`src/ksd_pkg.sv`:
```
// ----------------------------------------------------------------------------
// ksd_pkg
// Shared types, constants and scan code tables for the scan code decoder.
// ----------------------------------------------------------------------------
`default_nettype none

package ksd_pkg;

	// Command queue geometry
	localparam int CMD_QUEUE_DEPTH = 32;
	localparam int QIDX_W = $clog2(CMD_QUEUE_DEPTH);
	localparam int QCNT_W = $clog2(CMD_QUEUE_DEPTH + 1);

	// Keyboard protocol bytes
	localparam logic [7:0] LED_CMD    = 8'hED;
	localparam logic [7:0] KB_ACK     = 8'hFA;
	localparam logic [7:0] KB_RESEND  = 8'hFE;

	// Scan codes with a special meaning
	localparam logic [7:0] SC_TAB      = 8'h0F;
	localparam logic [7:0] SC_F11      = 8'h57;
	localparam logic [7:0] SC_F1       = 8'h3B;
	localparam logic [7:0] SC_F2       = 8'h3C;
	localparam logic [7:0] SC_LSH_MAKE = 8'h2A;
	localparam logic [7:0] SC_RSH_MAKE = 8'h36;
	localparam logic [7:0] SC_LSH_BRK  = 8'hAA;
	localparam logic [7:0] SC_RSH_BRK  = 8'hB6;
	localparam logic [7:0] SC_CAPS     = 8'h3A;
	localparam logic [7:0] SC_NUM      = 8'h45;
	localparam logic [7:0] SC_SCROLL   = 8'h46;

	// Request kinds on the input channel
	localparam logic ACT_BYTE  = 1'b0;
	localparam logic ACT_START = 1'b1;

	// Reported key events
	typedef enum logic [2:0] {
		EV_NONE    = 3'd0,
		EV_TAB     = 3'd1,
		EV_F11     = 3'd2,
		EV_SH_F1   = 3'd3,
		EV_SH_F2   = 3'd4
	} key_event_t;

	// LED bit positions
	localparam int LED_CAPS   = 2;
	localparam int LED_NUM    = 1;
	localparam int LED_SCROLL = 0;

	// Queue control from the decoder to the queue
	typedef struct packed {
		logic push;   // queue LED command and LED bits
		logic pop;    // take head byte
	} ksd_qctl_t;

	// Plain (unshifted) map, codes 0x00..0x7F
	function automatic logic [6:0] plain_map(input logic [6:0] code);
		logic [6:0] c;
		c = 7'h00;
		case (code)
			7'h02: c = 7'h31; 7'h03: c = 7'h32; 7'h04: c = 7'h33; 7'h05: c = 7'h34;
			7'h06: c = 7'h35; 7'h07: c = 7'h36; 7'h08: c = 7'h37; 7'h09: c = 7'h38;
			7'h0A: c = 7'h39; 7'h0B: c = 7'h30; 7'h0C: c = 7'h2D; 7'h0D: c = 7'h5E;
			7'h0E: c = 7'h08;
			7'h10: c = 7'h51; 7'h11: c = 7'h57; 7'h12: c = 7'h45; 7'h13: c = 7'h52;
			7'h14: c = 7'h54; 7'h15: c = 7'h59; 7'h16: c = 7'h55; 7'h17: c = 7'h49;
			7'h18: c = 7'h4F; 7'h19: c = 7'h50; 7'h1A: c = 7'h40; 7'h1B: c = 7'h5B;
			7'h1C: c = 7'h0A; 7'h1E: c = 7'h41; 7'h1F: c = 7'h53;
			7'h20: c = 7'h44; 7'h21: c = 7'h46; 7'h22: c = 7'h47; 7'h23: c = 7'h48;
			7'h24: c = 7'h4A; 7'h25: c = 7'h4B; 7'h26: c = 7'h4C; 7'h27: c = 7'h3B;
			7'h28: c = 7'h3A; 7'h2B: c = 7'h5D; 7'h2C: c = 7'h5A; 7'h2D: c = 7'h58;
			7'h2E: c = 7'h43; 7'h2F: c = 7'h56;
			7'h30: c = 7'h42; 7'h31: c = 7'h4E; 7'h32: c = 7'h4D; 7'h33: c = 7'h2C;
			7'h34: c = 7'h2E; 7'h35: c = 7'h2F; 7'h37: c = 7'h2A; 7'h39: c = 7'h20;
			7'h47: c = 7'h37; 7'h48: c = 7'h38; 7'h49: c = 7'h39; 7'h4A: c = 7'h2D;
			7'h4B: c = 7'h34; 7'h4C: c = 7'h35; 7'h4D: c = 7'h36; 7'h4E: c = 7'h2B;
			7'h4F: c = 7'h31;
			7'h50: c = 7'h32; 7'h51: c = 7'h33; 7'h52: c = 7'h30; 7'h53: c = 7'h2E;
			7'h73: c = 7'h5C; 7'h7D: c = 7'h5C;
			default: c = 7'h00;
		endcase
		return c;
	endfunction

	// Shifted map: differs from the plain map only on symbol keys
	function automatic logic [6:0] shifted_map(input logic [6:0] code);
		logic [6:0] c;
		c = plain_map(code);
		case (code)
			7'h02: c = 7'h21; 7'h03: c = 7'h22; 7'h04: c = 7'h23; 7'h05: c = 7'h24;
			7'h06: c = 7'h25; 7'h07: c = 7'h26; 7'h08: c = 7'h27; 7'h09: c = 7'h28;
			7'h0A: c = 7'h29; 7'h0B: c = 7'h7E; 7'h0C: c = 7'h3D; 7'h0D: c = 7'h7E;
			7'h1A: c = 7'h60; 7'h1B: c = 7'h7B; 7'h27: c = 7'h2B; 7'h28: c = 7'h2A;
			7'h2B: c = 7'h7D; 7'h33: c = 7'h3C; 7'h34: c = 7'h3E; 7'h35: c = 7'h3F;
			7'h73: c = 7'h5F; 7'h7D: c = 7'h7C;
			default: c = plain_map(code);
		endcase
		return c;
	endfunction

endpackage

`default_nettype wire

```
`src/ksd_char_map.sv`:
```
// ----------------------------------------------------------------------------
// ksd_char_map
// Maps a make code to ASCII and applies letter case from caps lock and shift.
// ----------------------------------------------------------------------------
`default_nettype none

module ksd_char_map
	import ksd_pkg::*;
(
	input  wire logic [7:0] scan_byte,
	input  wire logic       is_byte,
	input  wire logic       shift_any,
	input  wire logic       caps,
	output logic            char_valid,
	output logic [6:0]      char_code
);

	logic [6:0] raw;
	logic       letter;

	// Table lookup, make codes only
	always_comb begin
		raw = shift_any ? shifted_map(scan_byte[6:0]) : plain_map(scan_byte[6:0]);
		if (!is_byte || scan_byte[7]) begin
			raw = 7'h00;
		end
	end

	// Lower case unless exactly one of caps and shift
	assign letter = (raw >= 7'h41) && (raw <= 7'h5A);

	always_comb begin
		char_code = raw;
		if (letter && (caps == shift_any)) begin
			char_code = raw + 7'h20;
		end
	end

	assign char_valid = (raw != 7'h00);

endmodule

`default_nettype wire

```
`src/ksd_cmd_queue.sv`:
```
// ----------------------------------------------------------------------------
// ksd_cmd_queue
// Byte queue toward the keyboard: pushes the LED command pair, pops one byte.
// ----------------------------------------------------------------------------
`default_nettype none

module ksd_cmd_queue
	import ksd_pkg::*;
(
	input  wire logic       clk,
	input  wire logic       arst_n,
	input  wire ksd_qctl_t  ctl,
	input  wire logic [2:0] led_bits,
	output logic            avail,
	output logic [7:0]      head_byte
);

	logic [7:0]        mem [CMD_QUEUE_DEPTH];
	logic [QIDX_W-1:0] head_q;
	logic [QIDX_W-1:0] tail_q;
	logic [QCNT_W-1:0] count_q;
	logic              acc0;
	logic              acc1;
	logic [QIDX_W-1:0] tail_p1;
	logic [QIDX_W-1:0] tail_p2;
	logic [QIDX_W-1:0] head_p1;
	logic [7:0]        led_byte;

	function automatic logic [QIDX_W-1:0] wrap_inc(input logic [QIDX_W-1:0] i);
		return (i == QIDX_W'(CMD_QUEUE_DEPTH - 1)) ? '0 : i + QIDX_W'(1);
	endfunction

	assign led_byte = {5'b0, led_bits};

	// Drop what does not fit
	assign acc0 = ctl.push && (count_q < QCNT_W'(CMD_QUEUE_DEPTH));
	assign acc1 = ctl.push && (count_q < QCNT_W'(CMD_QUEUE_DEPTH - 1));

	assign tail_p1 = wrap_inc(tail_q);
	assign tail_p2 = wrap_inc(tail_p1);
	assign head_p1 = wrap_inc(head_q);

	// Head byte; an empty queue shows the LED command that a push would store
	assign avail     = (count_q != '0);
	assign head_byte = (count_q != '0) ? mem[head_q] : LED_CMD;

	// Storage
	always_ff @(posedge clk) begin
		if (acc0) begin
			mem[tail_q] <= LED_CMD;
		end
		if (acc1) begin
			mem[tail_p1] <= led_byte;
		end
	end

	// Pointers and fill count
	always_ff @(posedge clk or negedge arst_n) begin
		if (!arst_n) begin
			head_q  <= '0;
			tail_q  <= '0;
			count_q <= '0;
		end else begin
			if (acc1) begin
				tail_q <= tail_p2;
			end else if (acc0) begin
				tail_q <= tail_p1;
			end
			if (ctl.pop) begin
				head_q <= head_p1;
			end
			count_q <= count_q + QCNT_W'(acc0) + QCNT_W'(acc1) - QCNT_W'(ctl.pop);
		end
	end

endmodule

`default_nettype wire

```
`src/keyboard_scancode_decoder.sv`:
```
// ----------------------------------------------------------------------------
// keyboard_scancode_decoder
// Scan code set 1 decoder with shift tracking, lock LEDs and command queue.
// ----------------------------------------------------------------------------
// Each request is one keyboard byte or a start request and yields exactly one
// result: a character, a key event, a byte to send to the keyboard and the
// current LED bits. Requests are registered on entry, decoded against the
// shift, LED, acknowledge and queue state, and the result is registered on
// exit, so one request is taken per clock while the result is not stalled;
// a stalled result holds the pipeline. The 32-entry command queue
// is a register file with one read port at the head.
// ----------------------------------------------------------------------------
`default_nettype none

module keyboard_scancode_decoder
	import ksd_pkg::*;
(
	input  wire logic       clk,
	input  wire logic       arst_n,
	// configuration
	input  wire logic       cfg_valid,
	output logic            cfg_ready,
	input  wire logic [2:0] cfg_data,
	// requests
	input  wire logic       in_valid,
	output logic            in_stall,
	input  wire logic       action,
	input  wire logic [7:0] scan_byte,
	// results
	output logic            out_valid,
	input  wire logic       out_stall,
	output logic            char_valid,
	output logic [6:0]      char_code,
	output logic [2:0]      key_event,
	output logic            send_valid,
	output logic [7:0]      send_byte,
	output logic [2:0]      led_state
);

	logic       init_leds_q;
	logic [2:0] init_leds_val_q;
	logic       valid_s1;
	logic       action_s1;
	logic [7:0] byte_s1;
	logic [1:0] shift_q;
	logic [2:0] leds_q;
	logic       await_q;
	logic [7:0] pend_q;
	logic       advance;
	logic       is_byte;
	logic       ch_valid;
	logic [6:0] ch_code;
	key_event_t ev;
	logic [1:0] shift_n;
	logic [2:0] leds_n;
	logic       await_n;
	logic [7:0] pend_n;
	logic       resend;
	logic       sv;
	logic [7:0] sb;
	logic       q_push;
	logic       q_pop;
	ksd_qctl_t  qctl;
	logic       q_avail;
	logic [7:0] q_head;

	assign cfg_ready = 1'b1;

	// Configuration register
	always_ff @(posedge clk or negedge arst_n) begin
		if (!arst_n) begin
			init_leds_q     <= 1'b0;
			init_leds_val_q <= '0;
		end else if (cfg_valid) begin
			init_leds_q     <= 1'b1;
			init_leds_val_q <= cfg_data;
		end
	end

	// Pipeline control
	assign advance  = valid_s1 && (!out_valid || !out_stall);
	assign in_stall = valid_s1 && !advance;

	// Input register
	always_ff @(posedge clk or negedge arst_n) begin
		if (!arst_n) begin
			valid_s1 <= 1'b0;
		end else if (!in_stall) begin
			valid_s1 <= in_valid;
		end
	end

	always_ff @(posedge clk) begin
		if (!in_stall && in_valid) begin
			action_s1 <= action;
			byte_s1   <= scan_byte;
		end
	end

	assign is_byte = (action_s1 == ACT_BYTE);

	ksd_char_map u_map (
		.scan_byte  (byte_s1),
		.is_byte    (is_byte),
		.shift_any  (shift_q != 2'b00),
		.caps       (leds_q[LED_CAPS]),
		.char_valid (ch_valid),
		.char_code  (ch_code)
	);

	// Byte decode and state update
	always_comb begin
		shift_n = shift_q;
		leds_n  = leds_q;
		await_n = await_q;
		ev      = EV_NONE;
		resend  = 1'b0;
		q_push  = 1'b0;
		if (action_s1 == ACT_START) begin
			leds_n = init_leds_q ? init_leds_val_q : 3'b000;
			q_push = 1'b1;
		end else begin
			case (byte_s1)
				SC_TAB:      ev = EV_TAB;
				SC_F11:      ev = EV_F11;
				SC_LSH_MAKE: shift_n = shift_q | 2'b01;
				SC_RSH_MAKE: shift_n = shift_q | 2'b10;
				SC_LSH_BRK:  shift_n = shift_q & 2'b10;
				SC_RSH_BRK:  shift_n = shift_q & 2'b01;
				SC_CAPS: begin
					leds_n[LED_CAPS] = ~leds_q[LED_CAPS];
					q_push           = 1'b1;
				end
				SC_NUM: begin
					leds_n[LED_NUM] = ~leds_q[LED_NUM];
					q_push          = 1'b1;
				end
				SC_SCROLL: begin
					leds_n[LED_SCROLL] = ~leds_q[LED_SCROLL];
					q_push             = 1'b1;
				end
				SC_F1:     if (shift_q != 2'b00) ev = EV_SH_F1;
				SC_F2:     if (shift_q != 2'b00) ev = EV_SH_F2;
				KB_ACK:    await_n = 1'b0;
				KB_RESEND: resend = await_q;
				default:   ev = EV_NONE;
			endcase
		end
	end

	// Send path: resend, else next queued byte when nothing awaits an ack;
	// a push into an empty queue makes its LED command the head at once
	always_comb begin
		q_pop  = 1'b0;
		pend_n = pend_q;
		sv     = 1'b0;
		sb     = 8'h00;
		if (resend) begin
			sv = 1'b1;
			sb = pend_q;
		end else if ((q_avail || q_push) && !await_n) begin
			q_pop  = 1'b1;
			pend_n = q_head;
			sv     = 1'b1;
			sb     = q_head;
		end
	end

	assign qctl = '{push: advance && q_push, pop: advance && q_pop};

	ksd_cmd_queue u_queue (
		.clk       (clk),
		.arst_n    (arst_n),
		.ctl       (qctl),
		.led_bits  (leds_n),
		.avail     (q_avail),
		.head_byte (q_head)
	);

	// Decoder state
	always_ff @(posedge clk or negedge arst_n) begin
		if (!arst_n) begin
			shift_q <= '0;
			leds_q  <= '0;
			await_q <= 1'b0;
			pend_q  <= '0;
		end else if (advance) begin
			shift_q <= shift_n;
			leds_q  <= leds_n;
			await_q <= await_n || q_pop;
			pend_q  <= pend_n;
		end
	end

	// Result register
	always_ff @(posedge clk or negedge arst_n) begin
		if (!arst_n) begin
			out_valid <= 1'b0;
		end else if (advance) begin
			out_valid <= 1'b1;
		end else if (!out_stall) begin
			out_valid <= 1'b0;
		end
	end

	always_ff @(posedge clk) begin
		if (advance) begin
			char_valid <= ch_valid;
			char_code  <= ch_code;
			key_event  <= ev;
			send_valid <= sv;
			send_byte  <= sb;
			led_state  <= leds_n;
		end
	end

endmodule

`default_nettype wire

```
`config.mk`:
```
export PLATFORM = sky130hd
export DESIGN_NAME = keyboard_scancode_decoder
export DESIGN_NICKNAME = d
export VERILOG_FILES = /design/src/ksd_pkg.sv /design/src/ksd_char_map.sv /design/src/ksd_cmd_queue.sv /design/src/keyboard_scancode_decoder.sv
export SDC_FILE = /design/constraint.sdc
export NUM_CORES = 1
export LEC_CHECK = 0
export BUFFER_PORTS_ARGS = -buffer_cell sky130_fd_sc_hd__buf_2
export CAP_MARGIN = 20
export CORE_UTILIZATION = 48
export DETAILED_ROUTE_END_ITERATION = 10
export PLACE_DENSITY_LB_ADDON = 0.12
export SYNTH_ARGS = -nofsm -noshare
export SYNTH_HDL_FRONTEND = slang
export SYNTH_SLANG_ARGS = --single-unit
export TNS_END_PERCENT = 5
```
`constraint.sdc`:
```
create_clock -name clk -period 7.8 [get_ports clk]
set_input_delay 1.56 -clock clk [delete_from_list [all_inputs] [get_ports clk]]
set_output_delay 1.56 -clock clk [all_outputs]
set_load 0.05 [all_outputs]
```
==> results of run 1 <==
-- final cells by class --
class	count	area, um2
clock buffers	18	429
clock inverters	14	143
fillers	1965	10200
inverters	43	161
multi-input cells	748	5130
flip-flops and latches	195	5310
well taps	280	350
repair buffers	49	268
-- per-layer routing --
| layer | vias to the layer above | part of all wire [%] |
|---|---|---|
| li1 | 3895 | - |
| met1 | 3876 | 48 |
| met2 | 294 | 44 |
| met3 | 34 | 6.9 |
| met4 | 0 | 1.9 |
| met5 | - | 0 |
-- layout by cell type, fill, tap and decap left out, types with 5 or more instances in the layout --
cell type,netlist,layout
nand2_1,124,124
edfxtp_1,124,124
o21ai_0,122,122
nor2_1,111,111
inv_1,41,41
mux4_2,41,41
buf_2,10,40
dfxtp_1,39,39
a21oi_1,36,36
dfrtp_1,32,31
ha_1,30,30
o21a_1,26,26
nand3_1,23,23
clkbuf_16,0,17
and3_1,13,13
nor3_1,13,13
mux2i_1,14,13
o22ai_1,12,12
xnor2_1,12,12
a31oi_1,14,11
a211oi_1,10,10
nand2b_1,9,9
o211ai_1,9,9
mux2_2,9,9
buf_4,7,9
nand4_1,8,8
nor2b_1,6,6
or3_1,6,6
or2_2,6,6
nand3b_1,5,5
and4_1,5,5
nor3b_1,5,5
-- logic make-up (layout without fill, tap and decap cells) --
logic type	after synthesis	count (layout)	synth area share (%)
AOI/OAI and AO/OA	280	280	15.9
DFF	195	195	48.6
buffers and inverters	119	124	4.59
adders and majority gates	32	32	3.81
and+or+nand+nor	354	354	15.0
xor gates and xnor gates	16	16	1.28
muxes	64	64	10.7
other	2	2	0.0688
-- power groups by stage --
stage,Clock (mW),Sequential [mW],Combinational [mW]
floorplan,0,1.34,0.741
finish,0.850,1.35,0.987
global route,0.901,1.37,1.10
global placement,0,1.37,0.975
CTS,0.863,1.35,0.986
detailed placement,0,1.37,0.983
-- critical path, cell delays in order --
cell	delay [ps]
buf_2	110
nand2_1	70
nand2_1	160
inv_1	780
and3_1	760
inv_1	100
ha_1	300
inv_1	40
fa_1	390
a21o_1	170
a21oi_1	210
o21bai_1	90
a21oi_1	170
xor2_1	150
-- flip-flops by register name, indices dropped and copies added (netlist names), named ones only --
signal	count
shift_q	2
init_leds_q	1
u_queue.head_q	5
char_valid	1
out_valid	1
pend_q	4
init_leds_val_q	3
char_code	7
key_event	3
u_queue.tail_q	5
u_queue.mem	128
await_q	1
send_valid	1
byte_s1	8
send_byte	4
valid_s1	1
led_state	3
u_queue.count_q	6
action_s1	1
leds_q	3
-- stage by stage --
step                      util [%]  instances  hold slack (ps)  instance area [um2]
after CTS                     53.5       1347              447                11800
after detailed placement      50.9       1315              436                11200
after global placement        50.9       1315              431                11200
final                         53.5       1347              449                11800
after floorplan                  -       1062              421                10900
after global routing          53.5       1347              470                11800
-- path summary, 6_finish.rpt --
| path | startpoint | to | slack, ps | cells after the start |
|---|---|---|---|---|
| worst max-delay path | out_stall | u_queue.count_q[5] | 3100 | 14 |
| worst min-delay path | u_queue.mem[21][5] | u_queue.mem[21][5] | 450 | 2 |
| worst max register to register | byte_s1[2] | u_queue.count_q[5] | 3540 | 14 |
| worst min register to register | u_queue.mem[21][5] | u_queue.mem[21][5] | 450 | 2 |
| max in group asynchronous | arst_n | u_queue.head_q[0] | 6020 | 1 |
| min in group asynchronous | arst_n | init_leds_val_q[1] | 1220 | 1 |
==> run metrics, run 1 <==
fin nets 1103; flops & latches, synth 195; clock sink count 195; initial antenna violation count 0; Reg clk slew, reported paths 70 ps; critical path capture point type flop; syn nets 1111; # IOs 43; Placeable Area 22000 um2; die area 23300 um2; Placer Congestion roughly 0.89; post-synth top area cell edfxtp_1; Synth Warn # 0; violated checks design-rule violations; placed wire-length estimate 18.1 mm; post-route ant nets 0; Pwr per Cell Area 270 nW/um2; Worst EP required 8160 ps; Peak supply drop 0.000127 V; worst-path maximum fanout 25; endpoints failing setup 0; PostCTS Resize Cnt 0; Leak Pwr 4.41 nW; EDFF count, synth 124; grt ovf 0; top post-synthesis cells by count edfxtp_1 (124), nand2_1 (124), o21ai_0 (122); dpl ws about 2700 ps; largest net degree at the start of global routing 36; max cap viols 0; global-route usage over all layers 23.1%; Die Wd 153 um; Cell Rows 54; via count approximately 8000; post-synthesis sequential area ratio 48.6%; Syn-to-layout area delta 8.10%; endpoints failing hold 0; Tightest Pin Transition 1010 ps; unrepaired setup endpoints after global routing false; Post-Syn Area per Cell 10.3 um2; Syn Std Cell Area 10900 um2; Crit Path Category input pin to flop; Switch Pwr 1.15 mW; Synth top area share 34.1%; Iteration-0 DRC Markers ~740; setup_tns 0 ps; Die Y 153 um; H-tree Lvls 4; clk root buf clkbuf_16; number of I/O port buffers 40; Mapped Cells 1062; met2 Use GR roughly a third; number of antenna repair diodes 0; worst skew pair latency approximately 440 ps; share of layout cells above drive strength 1 roughly 14%; met3 global-route usage approximately 4.2%; Slew headroom 32.8%; worst hold path class flop to flop; number of global-route vias before repair 7649; critical path startpoint category input pin; internal power 2.04 mW; setup ws final 3100 ps; status complete, but fails checks; Netlist cell types 76; clock share of power 26.6%; CTS buffer count 17; top_reg_cell synth edfxtp_1; Synth async-reset ratio 16.4%; met1 usage 34.5%; Detailed Route WL 26.1 mm; worst path arrival time 5060 ps; Hold Buf Count CTS 0; drt wl/cell between 15 and 20 um; total power 3.19 mW; first-pass GRT wire length 41.6 mm; Final period util about three fifths; top post-synthesis cells by area edfxtp_1 (34%), mux4_2 (8.5%), dfrtp_1 (7.3%); Slew Limit Fails 0; highest clock rate 213 MHz; initial core utilization 49.5%; DRT Pass-1 Iters 8; Period minus WS final 4700 ps; CTS tree yes; via density per instance 6.01; postcts setup bufs 0; sequential share of power 42.4%; Net Sw Frac around 36%; combinational fraction of design power 31.0%; busiest grt layer met1; clock tree buffer depth 2; DRC 6; Setup Skew 14.0 ps
(Power assumes the default switching activity.)
==> run 2, diff against run 1 <==
ABC_AREA = 1   (was default)
clock period = 4 ns   (was 7.8 ns; I/O delays follow)
==> run metrics, run 2 <==
status completed; EDFF count, synth 124; Setup Skew 13.1 ps; fin util 53.8%; top post-synthesis cells by count nand2_1 (233), nor2_1 (186), inv_1 (175); drt wl/cell 17.6 um; Period minus WS final approximately 3200 ps; worst hold path class flop to flop; Reg clk slew, reported paths roughly 80 ps; CTS buffer count 17; most frequent cells in the layout nand2_1 (233), nor2_1 (185), inv_1 (174), o21ai_0 (156), edfxtp_1 (124); via count roughly 9500; number of I/O port buffers 40; most frequent cell after synthesis nand2_1; number of antenna repair diodes 0; PostCTS Resize Cnt 0; Netlist cell types 56; unrepaired setup endpoints after global routing false; Post-Syn Area per Cell 8.02 um2; die area 23600 um2; Synth top area share 33.7%; Die Y 154 um; Mapped Cells 1376; Reg2Reg Depth 17; number of global-route vias before repair 8692; syn nets 1425; Tightest Pin Transition 875 ps; total power 6.62 mW; placed wire-length estimate about 22 mm; CTS tree yes; worst path arrival time 3600 ps; Syn Std Cell Area between 10000 and 15000 um2; placed insts 1674; via density per instance about 5.6; Peak supply drop 0.000362 V; Hold Crit Depth 2; DRC 0; Die Wd 154 um; max cap viols 0; FILL cells 2207; Placeable Area 22600 um2; clock tree buffer depth 2; post-route ant nets 0; critical path startpoint category flop; Switch Pwr 2.68 mW; H-tree Lvls 4; top flop regs u_queue.mem x128, byte_s1 x8, char_code x7; initial antenna violation count 0; Final period util between 80% and 90%; Pwr per Cell Area approximately 550 nW/um2; highest clock rate 308 MHz; post-synthesis sequential area ratio about half; combinational fraction of design power a little over a third; commonest non-fill, non-tap cell in the layout nand2_1; Cell Rows between 50 and 60; Worst EP required 4360 ps; internal power approximately 3.9 mW; Net Sw Frac approximately two fifths; slowest library cell on the worst path edfxtp_1; Iteration-0 DRC Markers 960; clk root buf clkbuf_16; critical path capture point type flop; fin nets 1457; # IOs 43; DRT Pass-1 Iters 5; top_reg_cell synth edfxtp_1; Placer Congestion roughly 0.9; Largest Register u_queue.mem; Synth async-reset ratio 16.4%; Slew headroom 41.6%; sequential share of power 39.6%; Crit Path Category flop to flop; Leak Pwr 5.11 nW; share of layout cells above drive strength 1 9.92%; grt ovf 0; clock sink count 195; post-synth top area cell edfxtp_1; Syn-to-layout area delta 10.0%; postcts setup bufs 0; first-pass GRT wire length 47.0 mm; Slew Limit Fails 0; endpoints failing hold 0; worst-path maximum fanout 6; clock share of power 25.6%; Hold Buf Count CTS 0; CP Cell Sequence inv_2 -> nand3_1 -> nor2_1 -> nand2_1 -> o2111ai_2 -> or2_1 -> nand2_1 -> nor2_2 -> ha_1 -> inv_1 -> fa_1 -> inv_1 -> fa_1 -> inv_1 -> a21oi_1 -> o21ai_0 -> xor2_1; endpoints failing setup 0; Crit path top cell by count inv_1; global-route usage over all layers 25.8%; max reg flops 128; Synth Warn # 0; Detailed Route WL 30.0 mm; setup_tns 0 ps; top post-synthesis cells by area edfxtp_1 (34%), nand2_1 (7.9%), dfrtp_1 (7.3%); initial core utilization 48.9%; worst skew pair latency 440 ps; Cell Count, Final, Fillers Out between 1500 and 2000; flops & latches, synth between 150 and 200; crit-path max cell delay 510 ps; largest net degree at the start of global routing 46
run 2: final cells by class:
cell class / count / area [um2] / area share [%]
inverter: 193 / 724 / 5.97
timing repair buffer: 63 / 373 / 3.07
clock inverter: 15 / 163 / 1.34
multi-input combinational: 938 / 4790 / 39.5
sequential: 195 / 5310 / 43.7
tap: 285 / 357 / 2.94
clock buffer: 17 / 425 / 3.50
run 2: kinds of logic (layout without fill, tap and decap cells):
| family | count (synthesis) | in the layout | share of synthesized area [%] |
|---|---|---|---|
| other cells | 2 | 2 | 0.0681 |
| fa+ha+maj | 32 | 32 | 3.76 |
| flops | 195 | 195 | 48.1 |
| buf+inv | 243 | 288 | 8.50 |
| xor+xnor | 6 | 6 | 0.476 |
| mux | 2 | 2 | 0.181 |
| simple gates | 574 | 574 | 22.3 |
| compound gates | 322 | 322 | 16.6 |
run 2: path summary, 6_finish.rpt:
kind                                     from                  to  slack (ps)
hold reg to reg            u_queue.mem[24][5]  u_queue.mem[24][5]         440
max in group asynchronous              arst_n   u_queue.head_q[0]        2930
hold / removal             u_queue.mem[24][5]  u_queue.mem[24][5]         440
setup reg to reg                   byte_s1[6]  u_queue.count_q[4]         760
setup / recovery                   byte_s1[6]  u_queue.count_q[4]         760
min in group asynchronous              arst_n  u_queue.count_q[2]         460
run 2: worst max-delay path, delay by kind of cell, from the launching register on:
kind                       cells  cell delay, ps
DFF                            1             510
AOI/OAI and AO/OA              3             390
xor gates and xnor gates       1             170
and+or+nand+nor                6             970
buffers and inverters          4             300
adders and majority gates      3             810
run 2: per-layer routing:
layer  vias up  routed length, um  GRT usage, %  part of all wire, %
li1       4707                  -             -                    -
met1      4428              14400          38.7                   48
met2       354              13200          39.2                   44
met3        41               1800          2.73                  6.0
met4         0                584          7.95                  1.9
met5         -                  0             0                    0
run 2: per-stage QoR:
| stage | area (um2) | hold WS, ps | worst slack [ps] |
|---|---|---|---|
| after global placement | 11600 | 435 | 728 |
| after CTS | 12100 | 448 | 765 |
| final | 12100 | 444 | 758 |
| after global routing | 12100 | 480 | 388 |
| after floorplan | 11000 | 422 | 209 |
| after detailed placement | 11600 | 437 | 762 |
run 2: power by group through the flow:
stage	registers, mW	logic, mW	clock network (mW)
floorplan	2.67	1.55	0
detailed placement	2.67	2.28	0
global route	2.66	2.55	1.79
global placement	2.66	2.28	0
finish	2.62	2.31	1.69
CTS	2.62	2.29	1.72
==> run 3, diff against run 2 <==
ABC_AREA = 0   (was 1)
clock period = 3.15 ns   (was 4 ns; I/O delays follow)
==> run metrics, run 3 (same netlist as run 1, synthesis figures left out) <==
max reg flops around 130; number of global-route vias before repair about 8000; Syn-to-layout area delta 16.3%; # IOs 43; via count 8505; endpoints failing setup 0; Placer Congestion a little over 0.9; placed insts 1379; Hold Buf Count CTS 0; Slew headroom 46.1%; internal power between 5 and 6 mW; number of antenna repair diodes 0; endpoints failing hold 0; critical path startpoint category flop; Slew Limit Fails 0; status complete, but fails checks; total power between 8 and 9 mW; Die Y 153 um; Cell Count, Final, Fillers Out 1423; DRT Pass-1 Iters 10; clk root buf clkbuf_16; CP Cell Sequence buf_4 -> buf_12 -> or2_4 -> or4b_1 -> nand3_1 -> nand3b_1 -> o221ai_4 -> inv_2 -> ha_2 -> nor2_1 -> nor2_1 -> o31ai_1 -> a32o_2 -> mux2i_1; largest net degree at the start of global routing 36; clock share of power approximately a quarter; Largest Register u_queue.mem; placed wire-length estimate 19.6 mm; commonest non-fill, non-tap cell in the layout edfxtp_1; worst path arrival time between 3000 and 4000 ps; critical path capture point type flop; Iteration-0 DRC Markers 795; worst skew pair latency 440 ps; CTS tree yes; Net Sw Frac 35.5%; Reg clk slew, reported paths 80 ps; fin nets between 1000 and 1500; first-pass GRT wire length between 40 and 50 mm; Leak Pwr ~5 nW; crit-path max cell delay ~500 ps; worst hold path class input pin to async pin; number of I/O port buffers 40; DRC 5; worst-path maximum fanout 5; Crit path max-delay family simple AND/OR/NAND/NOR gates; sequential share of power 39.0%; max cap viols 0; initial core utilization 49.5%; Detailed Route WL 27.6 mm; Pwr per Cell Area around 660 nW/um2; via density per instance 5.98; H-tree Lvls 4; slowest library cell on the worst path or4b_1; Peak supply drop 0.000358 V; post-route ant nets 0; combinational fraction of design power 34.6%; Crit path top cell by count nor2_1; Period minus WS final 3080 ps; Final Cell Area 12700 um2; violated checks design-rule violations; drt wl/cell 19.4 um; share of layout cells above drive strength 1 22.7%; most frequent cells in the layout edfxtp_1 (124), nand2_1 (121), o21ai_0 (121), nor2_1 (111), buf_4 (75); Tightest Pin Transition a little over 800 ps; Setup Skew 15.3 ps; Final period util between 90% and 100%; die area 23300 um2; top flop regs u_queue.mem x128, byte_s1 x8, char_code x7; Worst EP required roughly 3300 ps; Switch Pwr 2.97 mW; Cell Rows 54; setup_tns 0 ps; highest clock rate 324 MHz; Die Wd approximately 150 um; global-route usage over all layers approximately a quarter; clock sink count just under 200; DP Area 11900 um2; Crit Path Category flop to flop; worst path bufs/invs 3; grt ovf 0; CTS buffer count 17; Placeable Area 22000 um2; clock tree buffer depth 2; initial antenna violation count 0
[run 3: through the flow]
stage	worst slack, ps	util (%)	hold slack, ps
floorplan	-18.9	-	334
global placement	31.6	53.9	431
detailed placement	2.56	53.9	437
CTS	5.70	56.7	299
global route	-74.2	57.6	329
finish	67.4	57.6	274
[run 3: path summary, 6_finish.rpt]
| path | startpoint | end | slack (ps) | cells after the start |
|---|---|---|---|---|
| max | byte_s1[6] | char_code[6] | 70 | 14 |
| min reg2reg | u_queue.mem[11][5] | u_queue.mem[11][5] | 450 | 2 |
| max in group asynchronous | arst_n | out_valid | 2290 | 1 |
| min | arst_n | init_leds_val_q[2] | 270 | 1 |
| min in group clk | scan_byte[0] | byte_s1[0] | 390 | 1 |
| max reg2reg | byte_s1[6] | char_code[6] | 70 | 14 |
[run 3: per-layer routing]
| layer | part of all wire [%] | track usage [%] | vias up |
|---|---|---|---|
| met2 | 44 | 36.0 | 270 |
| met5 | 0 | 0 | - |
| met3 | 5.7 | 3.53 | 22 |
| met1 | 49 | 37.9 | 4146 |
| li1 | - | - | 4067 |
| met4 | 0.99 | 5.24 | 0 |
[run 3: what timing repair did]
action | in CTS | in global routing
resized for setup | 1 | 23
gates cloned | 0 | 1
pin swaps | 0 | 8
setup buffers | 0 | 11
setup endpoints to repair | 3 | 110
[run 3: final cells by class]
| cell class | instances | area [um2] |
|---|---|---|
| Clock inverter | 15 | 184 |
| Tap cell | 280 | 350 |
| Multi-Input combinational cell | 748 | 5290 |
| Sequential cell | 195 | 5310 |
| Inverter | 43 | 168 |
| Fill cell | 1901 | 9350 |
| Clock buffer | 17 | 425 |
| Timing Repair Buffer | 125 | 960 |
[run 3: power groups by stage]
stage | logic, mW | registers (mW) | clock network [mW]
floorplan | 1.87 | 3.32 | 0
global placement | 2.80 | 3.31 | 0
detailed placement | 2.81 | 3.32 | 0
CTS | 2.83 | 3.26 | 2.24
global route | 3.18 | 3.30 | 2.35
finish | 2.90 | 3.27 | 2.21
